[config.mk]
export PLATFORM = sky130hd
export DESIGN_NAME = wtfi_blend
export DESIGN_NICKNAME = d
export VERILOG_FILES = /design/src/rtl/wtfi_pkg.sv /design/src/rtl/wtfi_blend.sv
export SDC_FILE = /design/constraint.sdc
export NUM_CORES = 1
export LEC_CHECK = 0
export BUFFER_PORTS_ARGS = -buffer_cell sky130_fd_sc_hd__clkbuf_2
export CAP_MARGIN = 20
export CORE_ASPECT_RATIO = 1.2
export CORE_UTILIZATION = 52
export DETAILED_ROUTE_END_ITERATION = 12
export PLACE_DENSITY = 0.69
export SLEW_MARGIN = 40
export SYNTH_ARGS = -nofsm -noshare
export SYNTH_HDL_FRONTEND = slang
export SYNTH_SLANG_ARGS = --single-unit
[constraint.sdc]
create_clock -name clk -period 17.3 [get_ports clk]
set_input_delay 2.595 -clock clk [delete_from_list [all_inputs] [get_ports clk]]
set_output_delay 2.595 -clock clk [all_outputs]
set_load 0.005 [all_outputs]
[src/rtl/wtfi_pkg.sv]
// ----------------------------------------------------------------------------
// wtfi_pkg
// Shared widths, register indexes, defaults and pipeline structs of the
// wave-terrain frame interpolator.
// ----------------------------------------------------------------------------
package wtfi_pkg;

  localparam int TABLE_DEPTH_DEF = 16384;
  localparam int MAX_FRAMES_DEF  = 32;

  localparam int FS_W      = 15;
  localparam int FC_W      = 6;
  localparam int TL_W      = 15;
  localparam int CFG_W     = 15;
  localparam int CFG_IDX_W = 2;
  localparam int SAMPLE_W  = 16;
  localparam int COORD_W   = 20;
  localparam int LADDR_W   = 14;
  localparam int FRAC_W    = 17;
  localparam int SPAN_W    = FS_W + FC_W;

  localparam logic [CFG_IDX_W-1:0] CFG_FRAME_SIZE   = 2'd0;
  localparam logic [CFG_IDX_W-1:0] CFG_FRAME_COUNT  = 2'd1;
  localparam logic [CFG_IDX_W-1:0] CFG_TABLE_LENGTH = 2'd2;

  localparam logic KIND_WRITE  = 1'b0;
  localparam logic KIND_SAMPLE = 1'b1;

  localparam logic [FS_W-1:0] FRAME_SIZE_RST   = 15'd512;
  localparam logic [FC_W-1:0] FRAME_COUNT_RST  = 6'd2;
  localparam logic [TL_W-1:0] TABLE_LENGTH_RST = 15'd0;
  localparam logic [FS_W-1:0] FRAME_SIZE_MAX   = 15'd16384;

  localparam int RF_DEPTH  = 16;
  localparam int RF_PTR_W  = $clog2(RF_DEPTH);
  localparam int RF_CNT_W  = $clog2(RF_DEPTH + 1);

  typedef struct packed {
    logic                       valid;
    logic                       kind;
    logic                       oor;
    logic [TL_W-1:0]            ia;
    logic [TL_W-1:0]            ib;
    logic [FRAC_W-1:0]          frac;
    logic [LADDR_W-1:0]         waddr;
    logic                       wok;
    logic signed [SAMPLE_W-1:0] wdata;
  } table_req_t;

  typedef struct packed {
    logic                       valid;
    logic                       oor;
    logic [FRAC_W-1:0]          frac;
    logic signed [SAMPLE_W-1:0] va;
    logic signed [SAMPLE_W-1:0] vb;
  } table_rsp_t;

  typedef struct packed {
    logic                       valid;
    logic                       oor;
    logic signed [SAMPLE_W-1:0] sample;
  } result_t;

endpackage

[src/rtl/wtfi_blend.sv]
// ----------------------------------------------------------------------------
// wtfi_blend
// Crossfade of the two frame samples: one multiply stage, then add, round
// half away from zero and saturate; out-of-range items give zero.
// ----------------------------------------------------------------------------
module wtfi_blend (
  input  logic                 clk,
  input  logic                 rst,
  input  wtfi_pkg::table_rsp_t rsp,
  output wtfi_pkg::result_t    res
);
  import wtfi_pkg::*;

  // va*65536 + frac*(vb-va)
  logic signed [16:0] diff;
  logic signed [34:0] prod;

  assign diff = 17'(rsp.vb) - 17'(rsp.va);
  assign prod = 35'($signed({1'b0, rsp.frac})) * 35'(diff);

  logic                       a_valid;
  logic                       a_oor;
  logic signed [SAMPLE_W-1:0] a_va;
  logic signed [34:0]         a_prod;

  always_ff @(posedge clk) begin
    if (rst) a_valid <= 1'b0;
    else     a_valid <= rsp.valid;
    a_oor  <= rsp.oor;
    a_va   <= rsp.va;
    a_prod <= prod;
  end

  logic signed [35:0]         acc;
  logic signed [35:0]         rnd;
  logic signed [SAMPLE_W-1:0] sat;

  always_comb begin
    acc = (36'(a_va) <<< 16) + 36'(a_prod);
    if (acc[35]) rnd = (acc + 36'sd32767) >>> 16;
    else         rnd = (acc + 36'sd32768) >>> 16;
    if (rnd > 36'sd32767)       sat = 16'sh7fff;
    else if (rnd < -36'sd32768) sat = -16'sh8000;
    else                        sat = rnd[SAMPLE_W-1:0];
  end

  always_ff @(posedge clk) begin
    if (rst) res.valid <= 1'b0;
    else     res.valid <= a_valid;
    res.oor    <= a_oor;
    res.sample <= a_oor ? '0 : sat;
  end

endmodule

### Word-level counts from Yosys, hierarchy flattened

Cells that the tools add are included.

* register bits: 71
* bits in latches: 0
* memory bits (writable): 0
* ROM bits: 0
* output and inout bits: 18
* logic and storage cells: 19
* memories: 0

* add/subtract/negate cells: 4
* multipliers: 1
* div/mod/pow operators: 0
* order comparisons: 2
* equal/unequal tests: 0
* shift-type cells: 0
* muxes and demuxes: 3
* bitwise logic cells: 0
* reduce and logical (&&, ||, !) cells: 1

Operator list (number)
* $add 32x35->36: 1
* $add 36x16->36 const B: 1
* $add 36x17->36 const B: 1
* $gt 36x16->1 const B: 1
* $lt 36x16->1 const B: 1
* $mux 36: 1
* $mul 18x17->35: 1
* $sub 16x16->17: 1
* $mux 16: 1
* $mux 15: 1
* $reduce_or 2->1: 1

### Longest topological paths before layout

* depth in word-level cells: 6
* depth in mapped cells: 37

### Worst setup path after synthesis

No wires, ideal clock.

* path kind: input port to flip-flop
* from: in rsp[0] in the netlist's numbering
* to: reg a_prod[34]
* setup time: 0.121 ns
* arrival: 10.703 ns
* setup slack: 6.476 ns
* stages on the path: 34
* path through: inv_1 ha_1 fa_1 nor2b_1 o21ai_0 a21boi_0 o21ai_0 a21boi_0 o2111ai_1 a31oi_1 a41o_1 a2bb2oi_1 clkbuf_1 or2_2 fa_1 fa_1 inv_1 fa_1 fa_1 fa_1 inv_1 fa_1 inv_1 ha_1 and4_1 nor2b_1 o31ai_1 a31o_2 a21boi_0 o21a_1 o21a_1 o41ai_1 o21ai_0 xnor2_1

* word-level cells in the longest chain between the ends: 2

RTL lines
* from (decl): RTL line wtfi_blend.sv:9 `input wtfi_pkg::table_rsp_t rsp,`
* $sub 16x16->17: RTL line wtfi_blend.sv:18 `assign diff = 17'(rsp.vb) - 17'(rsp.va);`
* $mul 18x17->35: RTL line wtfi_blend.sv:19 `assign prod = 35'($signed({1'b0, rsp.frac})) * 35'(diff);`
* net prod[34]: RTL line wtfi_blend.sv:16 `logic signed [34:0] prod;`
* to (signal assigned): RTL line wtfi_blend.sv:31 `a_prod <= prod;`
* to (decl): RTL line wtfi_blend.sv:24 `logic signed [34:0] a_prod;`

The timed path passes the listed nets, and every way through them passes these cells.
A chain may end at the register's enable or synchronous reset.

### Final worst setup path

* from: in rsp[17] in the netlist's numbering
* to: reg a_prod[34]

The elaborated chain is that of the path after synthesis.

==> flow_summary.ini <==
[setup_path]
cp-startpoint = rsp[17]
crit_top_cell = inv_1
cp-start-kind = primary input
reg2reg_depth = 13
cpMaxStageDelayCell = o311a_1
criticalPathCategory = in -> reg
r2r_end = res[0]
critPathRequiredTime_ns = 17.53
worst-path-max-fanout = 27
crit_path_end_kind = register
endpoint = a_prod[34]
cp_slowest_stage_delay_ns = 0.70
r2r_start = a_va[0]
worst-r2r-setup-slack_ns = 12.80
arrival_ns = 11.63

[yosys]
synth-seq-cells = 71
synth_edf_count = 0
synth_top_area_share_pct = 30.5
netlist_area_sq_mm = 0.0148
ys.flop_type = dfxtp_1
synth_top_area_cell = fa_1
synth_area_per_cell_sq_um = 8.52
synth_cells = 1742
yosys_warnings = 0
synth.distinct_cells = 77
synthTopCellsByArea = fa_1 (30%), ha_1 (14%), dfxtp_1 (9.6%)
async_flop_share_pct = 0
syn_nets = 2185
ys_seq_area_share_pct = 9.58

[floorplan]
ios = 71
rows = 67
fp.dieH_um = 187
fp.dieArea_sq_mm = 0.0292
die_x_um = 156
start_util_pct = 53.0
coreArea_sq_mm = 0.0280

[cts]
cts_setup_buffers = 0
cts_max_path_buffers = 2
cts_tree = yes
cts_root_buf = clkbuf_16
cts.htree.levels = 3
path_clk_slew_ns = 0.06
cts_hold_buffers = 0
numCtsBuffers = 9
cts.sinks = 71
cts-resized-gates = 0
clk_latency_ns = 0.34

[place]
place_inst = 2123
gp_congestion = 0.888
dpl.hpwl_mm = 28.6
port_buffers = 70

[route]
via_count = 11900
first_iter_violations = 614
antenna_left = 0
drt_first_pass_iters = 5
remaining_drc_errors = 0
routed_via_density = 5.56
wl_mm = 35.6
wire_per_inst_um = 16.6

[timing]
worstMarginPinSlew_ns = 0.799
rsz0062_at_grt = no
setup_viol_count_final = 0
finalHoldViolations = 0
finalClockSkew_ns = 0.00906
hold_slack_ns = 0.387
slew_violations = 0
max_freq_mhz = 87.7
fin_tns_setup_ns = 0
fin_crit_sh_pct = 65.9
fin_crit_ns = 11.41
slew_headroom_pct = 46.7

[min_path]
hold_path.class = reg -> reg

[global_routing]
antenna_found_initial = 0
grt.total_usage_pct = 25.9
grt_pass1_wl_mm = 60.4
grt_max_degree = 34
first_global_vias = 12500
gr-total-overflow = 0

[layout]
syn_to_final_growth_pct = 6.52
n_antenna_cell = 0
layout-drive-gt1-share_pct = 8.63
fin_cells = 2140
fin_nets = 2199

[job]
cap_viol_max_count = 0

[outcome]
status = finished clean
[placed cells by master, fill, tap and decap left out, types with 4 or more instances in the layout]
cell	instances
nor2b_1	50
and3_1	21
nor3_1	16
a21boi_0	7
o211ai_1	10
o21ai_0	46
a221oi_1	7
inv_1	303
dfxtp_1	71
xnor2_1	34
a221oi_2	10
clkbuf_16	9
a211oi_1	11
a21o_1	18
xor2_1	18
nor2_1	86
nand3_1	45
a311oi_1	9
buf_4	19
mux2i_1	10
and4_1	5
a21oi_1	48
a211o_1	7
fa_1	226
nor4_1	4
nand4_1	16
o21a_1	10
nand2_1	186
ha_1	162
or2_2	13
and2_1	100
a31oi_1	11
nand2b_1	25
or3_1	5
clkbuf_2	70
[how the worst min path moves through the flow]
stage	startpoint	endpoint	slack (ns)	depth (start not counted)
finish	a_oor	res[16]	0.39	0
global route	a_oor	res[16]	0.41	0
CTS	a_oor	res[16]	0.39	0
detailed placement	a_oor	res[16]	0.38	0
global placement	a_oor	res[16]	0.38	0
floorplan	a_oor	res[16]	0.36	0
[cell type report]
type | instances | area (sq um)
clock buffers | 9 | 225
flip-flops and latches | 71 | 1420
inverters | 303 | 1140
repair buffers | 89 | 493
fillers | 2620 | 12200
well taps | 379 | 474
clock inverters | 7 | 103
multi-input cells | 1282 | 12000
[layer usage]
layer  up-vias  GRT usage [%]  part of all wire [%]
li1       5616              -                     -
met5         -              0                     0
met2       286           46.2                    51
met3        77           2.53                   4.0
met4         0           9.73                   2.9
met1      5914           31.9                    42
[worst max-delay path: cells and delay by family]
kind	cells	cell delay, ns
AOI/OAI and AO/OA	15	3.87
and+or+nand+nor	4	0.69
adders and majority gates	8	3.53
xor gates and xnor gates	1	0.15
buffers and inverters	8	0.75
[cell families (layout without fill, tap and decap cells)]
kind of cell / count (synthesis) / after routing / share of synthesized area, %
xor gates and xnor gates: 54 / 54 / 3.29
buffers and inverters: 389 / 408 / 10.1
AOI/OAI and AO/OA: 236 / 236 / 11.7
and+or+nand+nor: 592 / 592 / 20.4
DFF: 71 / 71 / 9.58
adders and majority gates: 390 / 390 / 44.3
muxes: 10 / 10 / 0.675
[flip-flops by register name (all words and copies together), names as in the netlist]
register,count
a_prod,35
res,18
a_va,16
a_oor,1
a_valid,1
[metrics by stage]
| stage | area [sq um] | worst slack (ns) | util, % |
|---|---|---|---|
| 6_report | 15800 | 5.89 | 56.4 |
| 5_1_grt | 15800 | 5.30 | 56.4 |
| 4_1_cts | 15800 | 5.87 | 56.3 |
| 3_5_place_dp | 15400 | 5.53 | 55.2 |
| 3_3_place_gp | 15400 | 5.70 | 55.2 |
| 2_1_floorplan | 14800 | 6.48 | - |
[synth_stat cells (3+ instances only)]
master	count
fa_1	226
buf_2	6
xor2_1	18
nand2_1	186
a21oi_1	48
a211o_1	7
a21o_1	18
and4_1	5
nand2b_1	25
o21ai_1	3
nor3_2	3
nor3_1	16
ha_1	164
a311oi_1	9
nand4_1	16
clkbuf_1	71
a211oi_1	11
and2_1	100
buf_1	3
a2111oi_0	3
inv_1	303
a21boi_0	7
nor4_1	4
o211ai_1	10
and3_1	21
mux2i_1	10
nor2b_1	50
a221oi_2	10
dfxtp_1	71
or3_1	5
a221oi_1	7
nand3_1	45
a31oi_1	11
buf_4	4
nor2_1	86
o21ai_0	46
xnor2_1	34
o21a_1	10
or2_2	13
o21bai_1	3
o31ai_1	3
Power is left out: the tool's default activity adds up to more than one toggle a clock period on the data nets, which glitch-free logic cannot reach.
