File: src/rtl/wtfi_pkg.sv
// ----------------------------------------------------------------------------
// wtfi_pkg
// Shared widths, register indexes, defaults and pipeline structs of the
// wave-terrain frame interpolator.
// ----------------------------------------------------------------------------
package wtfi_pkg;

  localparam int TABLE_DEPTH_DEF = 16384;
  localparam int MAX_FRAMES_DEF  = 32;

  localparam int FS_W      = 15;
  localparam int FC_W      = 6;
  localparam int TL_W      = 15;
  localparam int CFG_W     = 15;
  localparam int CFG_IDX_W = 2;
  localparam int SAMPLE_W  = 16;
  localparam int COORD_W   = 20;
  localparam int LADDR_W   = 14;
  localparam int FRAC_W    = 17;
  localparam int SPAN_W    = FS_W + FC_W;

  localparam logic [CFG_IDX_W-1:0] CFG_FRAME_SIZE   = 2'd0;
  localparam logic [CFG_IDX_W-1:0] CFG_FRAME_COUNT  = 2'd1;
  localparam logic [CFG_IDX_W-1:0] CFG_TABLE_LENGTH = 2'd2;

  localparam logic KIND_WRITE  = 1'b0;
  localparam logic KIND_SAMPLE = 1'b1;

  localparam logic [FS_W-1:0] FRAME_SIZE_RST   = 15'd512;
  localparam logic [FC_W-1:0] FRAME_COUNT_RST  = 6'd2;
  localparam logic [TL_W-1:0] TABLE_LENGTH_RST = 15'd0;
  localparam logic [FS_W-1:0] FRAME_SIZE_MAX   = 15'd16384;

  localparam int RF_DEPTH  = 16;
  localparam int RF_PTR_W  = $clog2(RF_DEPTH);
  localparam int RF_CNT_W  = $clog2(RF_DEPTH + 1);

  typedef struct packed {
    logic                       valid;
    logic                       kind;
    logic                       oor;
    logic [TL_W-1:0]            ia;
    logic [TL_W-1:0]            ib;
    logic [FRAC_W-1:0]          frac;
    logic [LADDR_W-1:0]         waddr;
    logic                       wok;
    logic signed [SAMPLE_W-1:0] wdata;
  } table_req_t;

  typedef struct packed {
    logic                       valid;
    logic                       oor;
    logic [FRAC_W-1:0]          frac;
    logic signed [SAMPLE_W-1:0] va;
    logic signed [SAMPLE_W-1:0] vb;
  } table_rsp_t;

  typedef struct packed {
    logic                       valid;
    logic                       oor;
    logic signed [SAMPLE_W-1:0] sample;
  } result_t;

endpackage

File: src/rtl/wtfi_result_fifo.sv
// ----------------------------------------------------------------------------
// wtfi_result_fifo
// Output queue that decouples the pipeline from a stalled result channel.
// ----------------------------------------------------------------------------
module wtfi_result_fifo (
  input  logic                                 clk,
  input  logic                                 rst,
  input  wtfi_pkg::result_t                    res,
  input  logic                                 pop,
  output logic                                 result_valid,
  output logic signed [wtfi_pkg::SAMPLE_W-1:0] sample_out,
  output logic                                 out_of_range,
  output logic [wtfi_pkg::RF_CNT_W-1:0]        count
);
  import wtfi_pkg::*;

  logic signed [SAMPLE_W-1:0] q_sample [RF_DEPTH];
  logic                       q_oor    [RF_DEPTH];
  logic [RF_PTR_W-1:0]        wr_ptr;
  logic [RF_PTR_W-1:0]        rd_ptr;

  always_ff @(posedge clk) begin
    if (res.valid) begin
      q_sample[wr_ptr] <= res.sample;
      q_oor[wr_ptr]    <= res.oor;
    end
  end

  always_ff @(posedge clk) begin
    if (rst) begin
      wr_ptr <= '0;
      rd_ptr <= '0;
      count  <= '0;
    end else begin
      if (res.valid) wr_ptr <= wr_ptr + 1'b1;
      if (pop)       rd_ptr <= rd_ptr + 1'b1;
      case ({res.valid, pop})
        2'b10:   count <= count + 1'b1;
        2'b01:   count <= count - 1'b1;
        default: count <= count;
      endcase
    end
  end

  assign result_valid = (count != '0);
  assign sample_out   = q_sample[rd_ptr];
  assign out_of_range = q_oor[rd_ptr];

endmodule
File: config.mk
export PLATFORM = sky130hd
export DESIGN_NAME = wtfi_result_fifo
export DESIGN_NICKNAME = d
export VERILOG_FILES = /design/src/rtl/wtfi_pkg.sv /design/src/rtl/wtfi_result_fifo.sv
export SDC_FILE = /design/constraint.sdc
export NUM_CORES = 1
export LEC_CHECK = 0
export ABC_AREA = 1
export BUFFER_PORTS_ARGS = -buffer_cell sky130_fd_sc_hd__buf_2
export CAP_MARGIN = 10
export CORE_MARGIN = 2
export CORE_UTILIZATION = 64
export CTS_BUF_LIST = sky130_fd_sc_hd__clkbuf_4 sky130_fd_sc_hd__clkbuf_8
export DETAILED_ROUTE_END_ITERATION = 10
export HOLD_SLACK_MARGIN = 0.12
export PLACE_DENSITY = 0.8
export RECOVER_POWER = 50
export SYNTH_ARGS = -nofsm -noshare
export SYNTH_HDL_FRONTEND = slang
export SYNTH_SLANG_ARGS = --single-unit
File: constraint.sdc
create_clock -name clk -period 2.2 [get_ports clk]
set_input_delay 0 -clock clk [delete_from_list [all_inputs] [get_ports clk]]
set_output_delay 0 -clock clk [all_outputs]
set_load 0.005 [all_outputs]
# After elaboration in Yosys (flattened, before gate mapping)
# Memories as Yosys holds them, arrays and structs flattened. A register that Yosys moved wholly into a read port is not among the register bits.
# Cells that the tools add are included.
[classes] shift=0 n_eq_ne=2 n_reduce_logical=2 addsub=4 order_cmp=0 mul=0 bitwise=0 muxes=7 div_mod_pow=0
[op_table] operator="4-bit 2-to-1 mux" n=4
[op_table] operator="5-bit case mux with 2 select lines" n=1
[op_table] operator="4-bit by 1-bit adder with 4-bit output (second input constant)" n=2
[op_table] operator="5-bit by 1-bit adder with 5-bit output (second input constant)" n=1
[op_table] operator="5-bit nonzero test" n=1
[op_table] operator="5-bit by 1-bit subtractor with 5-bit output (second input constant)" n=1
[op_table] operator="2-bit by 1-bit equality test with 1-bit output (second input constant)" n=1
[op_table] operator="2-bit equality test (second input constant)" n=1
[op_table] operator="1-bit 2-to-1 mux" n=2
[op_table] operator="2-bit nonzero test" n=1
[totals] mem_bits_rw=272 rom_bits=0 latch_bits=0 ff_bits=13 mem_count=2
[mem_list] name="q_sample" depth=16 word_bits=16 read_ports=1 rd_ports_with_merged_regs=1 write_ports=1 line="wtfi_result_fifo.sv:17" rtl="logic signed [SAMPLE_W-1:0] q_sample [RF_DEPTH];"
[mem_list] name="q_oor" depth=16 word_bits=1 read_ports=1 rd_ports_with_merged_regs=1 write_ports=1 line="wtfi_result_fifo.sv:18" rtl="logic q_oor [RF_DEPTH];"

# Logic depth before layout (Yosys ltp)
# Gate-level depths: netlist of the first run.
[logic_depth] ltp_word=3 depth_mapped=14 ltp_nobuf=14

# Worst setup path before layout of the first run
# OpenSTA, ideal clock, no wires.
[synth_timing] kind="reg-to-reg" start="reg wr_ptr[0]" end="mem q_oor[0] (enable)" required_time_ns=1.810 arrival_ns=1.401 setup_slack_ns=0.408 path_stages_with_launch=5 setup_time_ns=0.390 path_cell_list="dfxtp_1 > inv_1 > ha_1 > nand2_1 > nor2_1"
[synth_rtl] element="start: declaration" line="wtfi_result_fifo.sv:19" rtl="logic [RF_PTR_W-1:0] wr_ptr;"
[synth_rtl] element="start signal: assignment" line="wtfi_result_fifo.sv:35" rtl="if (res.valid) wr_ptr <= wr_ptr + 1'b1;"
[synth_rtl] element="end: declaration" line="wtfi_result_fifo.sv:18"
# No word-level cell before the write port.

==> results of run 1 <==
==> how the worst min path moves through the flow <==
| stage | to |
|---|---|
| 2_1_floorplan | flop |
| 3_3_place_gp | wr_ptr[0] |
| 3_5_place_dp | wr_ptr[0] |
| 4_1_cts | flop |
| 5_1_grt | flop |
| 6_report | flop |
==> layout by cell type (no fill, tap or decap), drive strengths merged <==
master       Yosys  layout
a21oi           78      78
buf             35      64
clkbuf          20      85
clkinv           2      12
clkinvlp         0       2
dfxtp           17      17
diode            0       1
dlygate4sd3      0      22
edfxtp         272     272
ha               9       9
inv            157     157
nand2          111     111
nand3          108     108
nand3b           1       1
nand4            1       1
nor2            27      27
nor3             1       1
nor4             1       1
o211ai          68      68
o21a             1       1
o21ai           75      75
o21bai           1       1
xnor2            1       1
xor2             2       2
==> repair_timing <==
item	CTS	global route
hold endpoints to repair	296	0
buffers inserted	0	2
setup endpoints to repair	0	14
hold buffers	22	0
gates resized for setup	0	4
==> where the power goes <==
part	leakage [nW]	switching, W	internal [W]
Combinational	2.02	0.000564	0.000319
Sequential	2.60	0.0000562	0.00610
Clock	0.434	0.00194	0.00223
==> cell usage after synthesis, types with 12 or more instances <==
cell and n:
a21oi_1 78, buf_6 19, clkbuf_1 18, dfxtp_1 17
edfxtp_1 272, inv_1 157, nand2_1 111, nand3_1 108
nor2_1 27, o211ai_1 68, o21ai_0 63, o21ai_1 12
==> registers in the layout, summed over array words and instances (netlist names), named ones only <==
register	cells
count	5
q_sample	256
wr_ptr	4
rd_ptr	4
q_oor	16
==> cell type report <==
class	count	area share, %
antenna	1	0.0184
clock buffer	65	5.65
clock inverter	12	0.395
inverter	159	4.38
multi-input combinational	485	18.8
sequential	289	62.5
tap	234	2.15
timing repair buffer	106	6.12
==> cell families (layout without fill, tap and decap cells) <==
kind of cell               after synthesis  count (layout)
DFF                                    289             289
other                                    0               1
AOI/OAI and AO/OA                      223             223
buffers and inverters                  214             342
adders and majority gates                9               9
xor gates and xnor gates                 3               3
and+or+nand+nor                        250             250
==> metrics by stage <==
step / hold WS (ns) / util (%) / cell area (µm²) / std cells / total power, W
floorplan: 0.0812 / - / 12000 / 988 / 0.00680
global placement: 0.287 / 67.8 / 12600 / 1249 / 0.00706
detailed placement: 0.289 / 67.8 / 12600 / 1249 / 0.00709
CTS: 0.267 / 73.4 / 13600 / 1348 / 0.0112
global route: 0.282 / 73.6 / 13600 / 1351 / 0.0116
finish: 0.281 / 73.6 / 13600 / 1351 / 0.0112
==> per-layer routing <==
metal / up-vias / share of wire [%]
met1: 3853 / 40
met3: 84 / 7.1
met5: - / 0.041
met2: 339 / 49
li1: 3669 / -
met4: 2 / 3.8
==> critical path: cells and delay by family (launching register included) <==
kind	cells	cell delay (ns)
and+or+nand+nor	3	0.34
AOI/OAI and AO/OA	2	0.20
buffers and inverters	2	0.46
DFF	1	0.51
==> flow_metrics.env, run 1 <==
export IMPL_endpoint_kind="output pin"
export IMPL_gr_usage_met3_pct=5.57
export IMPL_drv_cap=0
export IMPL_synth_cell_types=26
export IMPL_area_sequential_um2=8520
export IMPL_use_met1_pct=37.0
export IMPL_tritoncts="built"
export IMPL_clkTransAtPathRegs_ns=0.06
export IMPL_vias_per_cell=5.88
export IMPL_cp_slowest_cell="dfxtp_4"
export IMPL_synth_ff_type="edfxtp_1"
export IMPL_synth_compound_area_share_pct=10.8
export IMPL_yosys_warnings=0
export IMPL_dieHeight_um=141
export IMPL_avgSynthCellArea_um2=12.1
export IMPL_gp_congestion=0.887
export IMPL_finalHoldViolCount=0
export IMPL_hold_class="input pin to flop"
export IMPL_cts_htree_levels=2
export IMPL_drtIter0Drc=861
export IMPL_cts_sinks=289
export IMPL_synth_largest_area_cell="edfxtp_1"
export IMPL_fin_nets=1115
export IMPL_r2r_start="wr_ptr[0]"
export IMPL_drt_total_wl_um=26800
export IMPL_first_pass_iters=5
export IMPL_die_area_um2=19900
export IMPL_dp_slack_ns=0.524
export IMPL_power_leakage_nw=5.05
export IMPL_cp_cell_sequence="buf_16, a21oi_1, o21ai_0, nand3_1, nand3_2, nand2_1, buf_2"
export IMPL_ant_nets=0
export IMPL_dp_hpwl_um=15900
export IMPL_yosys_register_bits=289
export IMPL_layout_min_cycle_time_ns=2.12
export IMPL_cp_arrival_ns=2.12
export IMPL_busiest_layer="met2"
export IMPL_crit_fanout=88
export IMPL_grt_max_degree=89
export IMPL_grt_pass1_wl_um=41100
export IMPL_clk_latency_ns=0.55
export IMPL_r2r_cells=4
export IMPL_synth_top_cell_area_share_pct=68.1
export IMPL_setup_violations=0
export IMPL_drive_above_1_share_pct=13.6
export IMPL_synth_simple_gate_area_share_pct=9.03
export IMPL_synth_area_top_cells="edfxtp_1, inv_1, nand3_1, o211ai_1, nand2_1"
export IMPL_synthArstFlopShare_pct=0
export IMPL_grt_pass1_vias=7628
export IMPL_use_met2_pct=43.8
export IMPL_start_util_pct=64.8
export IMPL_crit_end="sample_out[12]"
export IMPL_grt_overflow_total=0
export IMPL_synthAdderAreaFrac_pct=0.939
export IMPL_setup_tns_ns=0
export IMPL_max_freq_ghz=0.473
export IMPL_syn_inst=988
export IMPL_muxShareOfSynthArea_pct=0
export IMPL_synth_edf_count=272
export IMPL_ys_seq_area_share_pct=70.9
export IMPL_hold_path_depth=3
export IMPL_power_per_cell_area_nw_per_um2=822
export IMPL_drv_slew=0
export IMPL_hold_start="rst"
export IMPL_io_buffers=43
export IMPL_max_slew_margin_pct=41.8
export IMPL_cp_required_ns=2.20
export IMPL_multi_input_area_um2=2560
export IMPL_cts_buffers=44
export IMPL_grt_usage_pct=27.3
export IMPL_synth_xor_area_share_pct=0.219
export IMPL_synth_net_count=1018
export IMPL_critPathMaxStageDelay_ns=0.51
export IMPL_floorplan_io_pins=44
export IMPL_rsz0062_at_grt="yes"
export IMPL_drcViolationCount=0
export IMPL_area_growth_pct=13.5
export IMPL_tightest_slew_ns=0.873
export IMPL_r2r_end="q_sample[7][7]"
export IMPL_synth_top_family_by_area="compound AO/OA/AOI/OAI gates"
export IMPL_worst_clock_skew_ns=0.0209
export IMPL_vias=7947
export IMPL_rrSetupSlack_ns=0.45
export IMPL_finalCritPeriodShare_pct=96.2
export IMPL_startpoint_type="flop"
export IMPL_ir_worst_vdd_mv=0.599
export IMPL_setup_ws_ns=0.0841
export IMPL_rows=50
export IMPL_critPathKind="flop to output pin"
export IMPL_nFillCells=1176
export IMPL_die_x_um=141
export IMPL_grt_antenna_before_repair=2
export IMPL_cts_buffer_depth=3
export IMPL_syn_area_um2=12000
export IMPL_core_area_um2=18500
export IMPL_status="complete, no violations"
export IMPL_wire_per_inst_um=19.9
export IMPL_root_buffer="clkbuf_8"
Power figures use the tool's default switching activity.
==> run 2: changes to the inputs <==
==> constraint.sdc (replaced) <==
create_clock -name clk -period 2.2 [get_ports clk]
set_input_delay 0.11 -clock clk [delete_from_list [all_inputs] [get_ports clk]]
set_output_delay 0.11 -clock clk [all_outputs]
set_load 0.005 [all_outputs]
==> run 2 against run 1 <==
Compared with the run above:
- total power grew 1.7%
- setup slack lost 0.058 ns
- final cell count grew 0.37%
- core utilization grew 0.39 points
- die area is the same
- sequential power is essentially flat
- worst hold slack gained 0.19 ns
- via count grew 0.82%
- first-iteration DRC count grew 6.7%
- critical path type unchanged
- global-route usage is essentially flat
- clock power grew 3%
- register-to-register slack lost 0.08 ns
==> flow_metrics.env, run 2 (synthesized netlist as in run 1, its figures left out) <==
export IMPL_rsz0062_at_grt="yes"
export IMPL_dieHeight_um=141
export IMPL_crit_fanout=40
export IMPL_drv_cap=0
export IMPL_area_growth_pct=14.2
export IMPL_layout_min_cycle_time_ns=2.17
export IMPL_drcViolationCount=0
export IMPL_power_per_cell_area_nw_per_um2=831
export IMPL_clk_latency_ns=0.56
export IMPL_status="complete, no violations"
export IMPL_max_slew_margin_pct=46.4
export IMPL_layout_common_cells="edfxtp_1, inv_1, nand2_1, nand3_1, a21oi_1"
export IMPL_cts_buffer_depth=3
export IMPL_holdWs_ns=0.472
export IMPL_tightest_slew_ns=0.803
export IMPL_grt_usage_pct=27.3
export IMPL_dp_slack_ns=0.452
export IMPL_ir_worst_vdd_mv=0.635
export IMPL_first_pass_iters=6
export IMPL_drive_above_1_share_pct=13.2
export IMPL_start_util_pct=64.8
export IMPL_ant_nets=0
export IMPL_floorplan_io_pins=44
export IMPL_grt_antenna_before_repair=1
export IMPL_finalHoldViolCount=0
export IMPL_clkTransAtPathRegs_ns=0.06
export IMPL_wire_per_inst_um=20.4
export IMPL_grt_pass1_wl_um=41300
export IMPL_critPathKind="flop to output pin"
export IMPL_grt_max_degree=89
export IMPL_cp_arrival_ns=2.06
export IMPL_grt_pass1_vias=7566
export IMPL_cts_htree_levels=2
export IMPL_max_freq_ghz=0.460
export IMPL_power_leakage_nw=5.08
export IMPL_total_power_w=0.0114
export IMPL_vias_per_cell=5.91
export IMPL_endpoint_kind="output pin"
export IMPL_tritoncts="built"
export IMPL_die_area_um2=19900
export IMPL_root_buffer="clkbuf_8"
export IMPL_die_x_um=141
export IMPL_gp_congestion=0.816
export IMPL_dp_hpwl_um=15400
export IMPL_cts_buffers=45
export IMPL_vias=8012
export IMPL_finalCritPeriodShare_pct=98.8
export IMPL_core_area_um2=18500
export IMPL_rows=50
export IMPL_grt_overflow_total=0
export IMPL_cts_sinks=289
export IMPL_layout_commonest_cell="edfxtp_1"
export IMPL_drt_total_wl_um=27700
export IMPL_startpoint_type="flop"
export IMPL_setup_ws_ns=0.0258
export IMPL_drtIter0Drc=919
export IMPL_largest_register_ff_count=256
export IMPL_largestRegisters="q_sample x256, q_oor x16, count x5"
export IMPL_drv_slew=0
export IMPL_top_register="q_sample"
export IMPL_final_cell_area_um2=13700
export IMPL_cp_required_ns=2.09
export IMPL_postPlaceCellArea_um2=12500
export IMPL_fin_nets=1117
export IMPL_io_buffers=43
export IMPL_hold_class="input pin to flop"
export IMPL_worst_clock_skew_ns=0.0213
export IMPL_setup_violations=0
run 2: cell types whose count changed in the layout (fill, tap and decap cells not counted), moves of 2 or more:
cell,delta
clkinv_1,+8
clkinv_2,+2
clkinvlp_4,-2
buf_2,-3
clkbuf_4,-8
clkbuf_16,+2
clkbuf_1,+3
run 2: final timing paths:
check	cells past startpoint	slack, ns	startpoint	end
worst max-delay path	7	0.03	flop	sample_out[4]
worst min-delay path	3	0.47	pop	flop
worst max register to register	5	0.37	wr_ptr[0]	q_sample[2][13]
worst min register to register	2	0.50	rd_ptr[2]	flop
run 2: per-layer routing:
metal / GRT usage, % / vias to the layer above / wire, µm
li1: - / 3682 / -
met1: 37.8 / 3862 / 11300
met2: 44.5 / 396 / 13400
met3: 5.26 / 72 / 2150
met4: 8.79 / 0 / 838
met5: 0 / - / 0
run 2: area by class of cell:
type / instances / area (µm²)
clock inverters: 22 / 118
clock buffers: 59 / 731
flip-flops and latches: 289 / 8520
multi-input cells: 485 / 2570
well taps: 234 / 293
inverters: 159 / 597
repair buffers: 107 / 873
diodes: 1 / 2.50
fillers: 1169 / 4820
run 2: stage by stage:
| stage | util, % | std cells | TNS, ns |
|---|---|---|---|
| after floorplan | - | 988 | 0 |
| after global placement | 67.6 | 1247 | 0 |
| after detailed placement | 67.6 | 1247 | 0 |
| after CTS | 73.5 | 1350 | -0.00690 |
| after global routing | 74.0 | 1356 | -0.118 |
| final | 74.0 | 1356 | 0 |
run 2: critical path: stages, from the launching register on:
cell,delay [ns]
dfxtp_4,0.41
buf_12,0.15
clkbuf_16,0.20
o211ai_1,0.24
nand3_1,0.16
nand3_2,0.12
nand2_1,0.08
buf_2,0.14
run 2: where the power goes:
group	internal, W	total, W	switching (W)
Clock	0.00228	0.00431	0.00203
Combinational	0.000334	0.000928	0.000593
Sequential	0.00610	0.00615	0.0000500
run 2: what timing repair did:
action                                 4_1_cts  5_1_grt
setup buffers                                0        3
endpoints found under the hold margin      289        0
resized for setup                            4        4
cloned                                       0        2
hold buffers                                22        0
setup endpoints to repair                    3       14
